--- src/rtl/assert_macros.svh ---
// ----------------------------------------------------------------------------
// assert_macros.svh
// Shared concurrent assertion macros for the RTL.
// ----------------------------------------------------------------------------
`ifndef ASSERT_MACROS_SVH
`define ASSERT_MACROS_SVH

// Property holds at every clock edge outside reset.
`define ASSERT_ALWAYS(label, clk, rst, prop, msg) \
   label: assert property (@(posedge clk) disable iff (rst) (prop)) \
      else $error(msg);

// Consequent holds in the same cycle as the antecedent.
`define ASSERT_SAME(label, clk, rst, ante, cons, msg) \
   label: assert property (@(posedge clk) disable iff (rst) (ante) |-> (cons)) \
      else $error(msg);

// Consequent holds in the cycle after the antecedent.
`define ASSERT_NEXT(label, clk, rst, ante, cons, msg) \
   label: assert property (@(posedge clk) disable iff (rst) (ante) |=> (cons)) \
      else $error(msg);

`endif

--- src/rtl/elr_mul.sv ---
// ----------------------------------------------------------------------------
// elr_mul
// Shared signed multiplier with a registered product.
// ----------------------------------------------------------------------------
`default_nettype none

module elr_mul #(
   parameter int WIDTH = 22
) (
   input  wire logic               clock,
   input  wire logic [WIDTH-1:0]   op_a,
   input  wire logic [WIDTH-1:0]   op_b,
   output logic      [2*WIDTH-1:0] prod_ff
);

   logic signed [WIDTH-1:0]   sa;
   logic signed [WIDTH-1:0]   sb;
   logic signed [2*WIDTH-1:0] prod_in;

   assign sa      = op_a;
   assign sb      = op_b;
   assign prod_in = sa * sb;

   always_ff @(posedge clock) begin
      prod_ff <= prod_in;
   end

endmodule

`default_nettype wire

--- config.mk ---
export PLATFORM = sky130hd
export DESIGN_NAME = elr_mul
export DESIGN_NICKNAME = d
export VERILOG_FILES = /design/src/rtl/assert_macros.svh /design/src/rtl/elr_mul.sv
export SDC_FILE = /design/constraint.sdc
export NUM_CORES = 1
export LEC_CHECK = 0
export BUFFER_PORTS_ARGS = -buffer_cell sky130_fd_sc_hd__buf_2
export CAP_MARGIN = 20
export CORE_MARGIN = 5
export CORE_UTILIZATION = 60
export DETAILED_ROUTE_END_ITERATION = 6
export PLACE_DENSITY = 0.78
export SYNTH_ARGS = -nofsm -noshare
export SYNTH_HDL_FRONTEND = slang
export SYNTH_SLANG_ARGS = --single-unit
--- constraint.sdc ---
create_clock -name clock -period 9.1 [get_ports clock]
set_input_delay 0.455 -clock clock [delete_from_list [all_inputs] [get_ports clock]]
set_output_delay 0.455 -clock clock [all_outputs]
set_load 0.005 [all_outputs]
==> impl_metrics.csv <==
group,metric,value,unit
worst_hold_path,hold_path.class,"input port to flip-flop",
place,gp_congestion,0.941,
final_layout,area_growth,4.11,%
sta,worst_pin_slew,821,ps
sta,setup_viol,0,
critical_path,cp_slowest_cell,"fa_1",
sta,finalCriticalPeriod,7230,ps
clock_tree,tritoncts,"yes",
sta,period_share,79.4,%
logic_synthesis,synth_edf_count,0,
logic_synthesis,netlist_instances,2053,
die,die-height,188,um
critical_path,max_stage_delay,710,ps
sta,finalSetupTns,0,ps
logic_synthesis,synth.net_count,2734,
logic_synthesis,ys_ff_latch,44,
sta,grt_setup_unrepaired,"no",
logic_synthesis,syn-cell-area,19000,um^2
critical_path,critPathTopFamily,"adder cells",
final_layout,final_nets,2740,
logic_synthesis,post-synth-top-area-cell,"fa_1",
final_layout,reg_top3,"prod_ff (44)",
critical_path,critical_path.startpoint_type,"input port",
critical_path,cp.required,9270,ps
final_layout,regMostFlops,"prod_ff",
place,portBuffers,88,
sta,slew_violations,0,
clock_tree,cts_made_buffers,5,
die,die_area,35300,um^2
final_layout,final_core_util,62.9,%
critical_path,crit_buf_inv,7,
logic_synthesis,seq_area_frac_synth,4.64,%
die,num_rows,65,
routing,via_per_inst,5.51,
routing,drt-total-wl,44600,um
grt,grt_max_degree,23,
sta,max_freq,138,MHz
grt,grt.overflow.total,0,
die,num_io_pins,89,
routing,drc_errors,0,
critical_path,path_class,"input port to flip-flop",
clock_tree,cts_htree_levels,2,
grt,grtUsageTotal,26.6,%
logic_synthesis,synth_cell_types,55,
final_layout,n_antenna_cell,0,
worst_hold_path,hold_path_depth,2,
run,max_cap_viol_count,0,
clock_tree,cts_resized,0,
sta,hold-worst-slack,665,ps
clock_tree,clkTransAtPathRegs,70,ps
routing,routedWlPerCell,18.1,um
sta,hold_viol_final,0,
logic_synthesis,synth_top_area_share,52.9,%
final_layout,drive_gt1_share,5.34,%
routing,via_count,13556,
status,status,"complete, no violations",
critical_path,crit_arrival,7400,ps
grt,grt_pass1_vias,15150,
logic_synthesis,yosys_warnings,0,
routing,dr.pass1.iters,5,
critical_path,path_common_cell,"fa_1",
grt,antenna_found_initial,2,
critical_path,crit_path_end_kind,"flip-flop",
clock_tree,cts_root_buffer,"clkbuf_16",
place,dp_hpwl,37600,um
routing,drtIter0Drc,942,
clock_tree,cts_setup_buffers,0,
grt,grt_pass1_wl,74500,um
die,die_x,188,um
clock_tree,cts_buffer_depth,2,
critical_path,path_cells,"buf_2, and2_1, fa_1, inv_1, fa_1, inv_1, fa_1, inv_1, fa_1, inv_1, fa_1, fa_1, inv_1, fa_1, inv_1, ha_1, a21o_1, a211o_1, o22ai_1, a21oi_1, a31oi_4, o311ai_2, o41a_1, xnor2_1",
routing,detail-route-antenna-nets,0,
worst_hold_path,min_from,"op_b[0]",
final_layout,largest_reg_flops,44,
clock_tree,cts.sinks,44,
die,initial_core_util,60.4,%
logic_synthesis,synth_ff_type,"dfxtp_1",
logic_synthesis,synthArstFlopShare,0,%
logic_synthesis,synth_area_leaders,"fa_1 53%, inv_1 11%, ha_1 8.9%, and2_1 6.4%, nand2_1 5.7%",
logic_synthesis,synth_area_per_cell,9.24,um^2
critical_path,crit_fanout,22,
sta,slew_headroom,45.1,%
worst_hold_path,whs_endpoint,"prod_ff[0]",
die,core,31400,um^2
clock_tree,hold_buffers,0,
per-layer routing:
layer / share of wire, % / GRT usage (%) / routed length, um / vias up
met5: 0.076 / 0 / 34 / -
met4: 6.9 / 15.0 / 3060 / 4
met3: 5.4 / 3.18 / 2420 / 171
met2: 53 / 47.5 / 23800 / 495
met1: 34 / 31.0 / 15300 / 7032
li1: - / - / - / 5854
Yosys cell counts (all sizes together) (3+ instances only):
cell type,count
xor2,12
o21ai,24
nand3,8
nor3,3
dfxtp,44
xnor2,38
and2,193
nand2b,12
buf,3
ha,135
a31oi,6
and3,7
nand2,289
a21oi,41
o21bai,5
inv,563
nor2,30
a21o,16
fa,501
o211ai,4
o2111ai,3
clkbuf,86
how the worst max path moves through the flow:
stage	startpoint	end	slack, ps	cells after the start
floorplan	op_a[21]	prod_ff[43]	2250	24
global placement	op_a[21]	prod_ff[43]	1650	24
detailed placement	op_a[21]	prod_ff[43]	1610	24
CTS	op_a[21]	prod_ff[43]	1880	24
global route	op_a[21]	prod_ff[43]	1590	24
finish	op_a[21]	prod_ff[43]	1870	24
logic make-up after synthesis:
kind of cell             count (synthesis)  synth area share (%)
multiplexers                             2                 0.132
buffers and inverters                  652                  12.9
AND/OR/NAND/NOR                        553                  14.1
flip-flops                              44                  4.64
AO/OA/AOI/OAI                          116                  4.16
XOR/XNOR                                50                  2.31
adder cells (fa/ha/maj)                636                  61.8
per-stage QoR:
step | worst slack [ps] | std cells | area, um^2
after floorplan | 2250 | 2053 | 19000
after global placement | 1650 | 2454 | 19600
after detailed placement | 1610 | 2454 | 19600
after CTS | 1880 | 2462 | 19700
after global routing | 1590 | 2462 | 19700
final | 1870 | 2462 | 19700
layout by cell type (no fill, tap or decap), types with 2 or more instances in the layout:
cell	synthesis	layout
ha_1	135	135
a21oi_1	37	37
a21oi_2	3	3
a31oi_1	5	5
a211o_1	2	2
inv_1	563	563
a211oi_1	2	2
nand2b_1	12	12
o21a_1	2	2
nor3_1	3	3
and3_1	6	6
dfxtp_1	44	44
nand3_1	8	8
o21ai_1	3	3
o211ai_1	3	3
nand2_1	289	289
o21bai_1	5	5
xor2_1	12	12
and2_1	193	193
fa_1	501	501
clkbuf_16	0	5
o2111ai_2	2	2
buf_2	1	88
o21ai_0	20	20
nand4_1	2	2
a21o_1	16	16
nor2b_1	2	2
nor2_1	30	30
xnor2_1	38	38
nand3b_1	2	2
area by class of cell:
cell class / instances / area, um^2
Fill cell: 2586 / 11600
Timing Repair Buffer: 88 / 440
Tap cell: 402 / 503
Clock inverter: 3 / 46.3
Inverter: 563 / 2110
Sequential cell: 44 / 881
Multi-Input combinational cell: 1357 / 15600
Clock buffer: 5 / 125
Power is left out: the tool's default activity adds up to more than one toggle a clock period on the data nets, which glitch-free logic cannot reach.
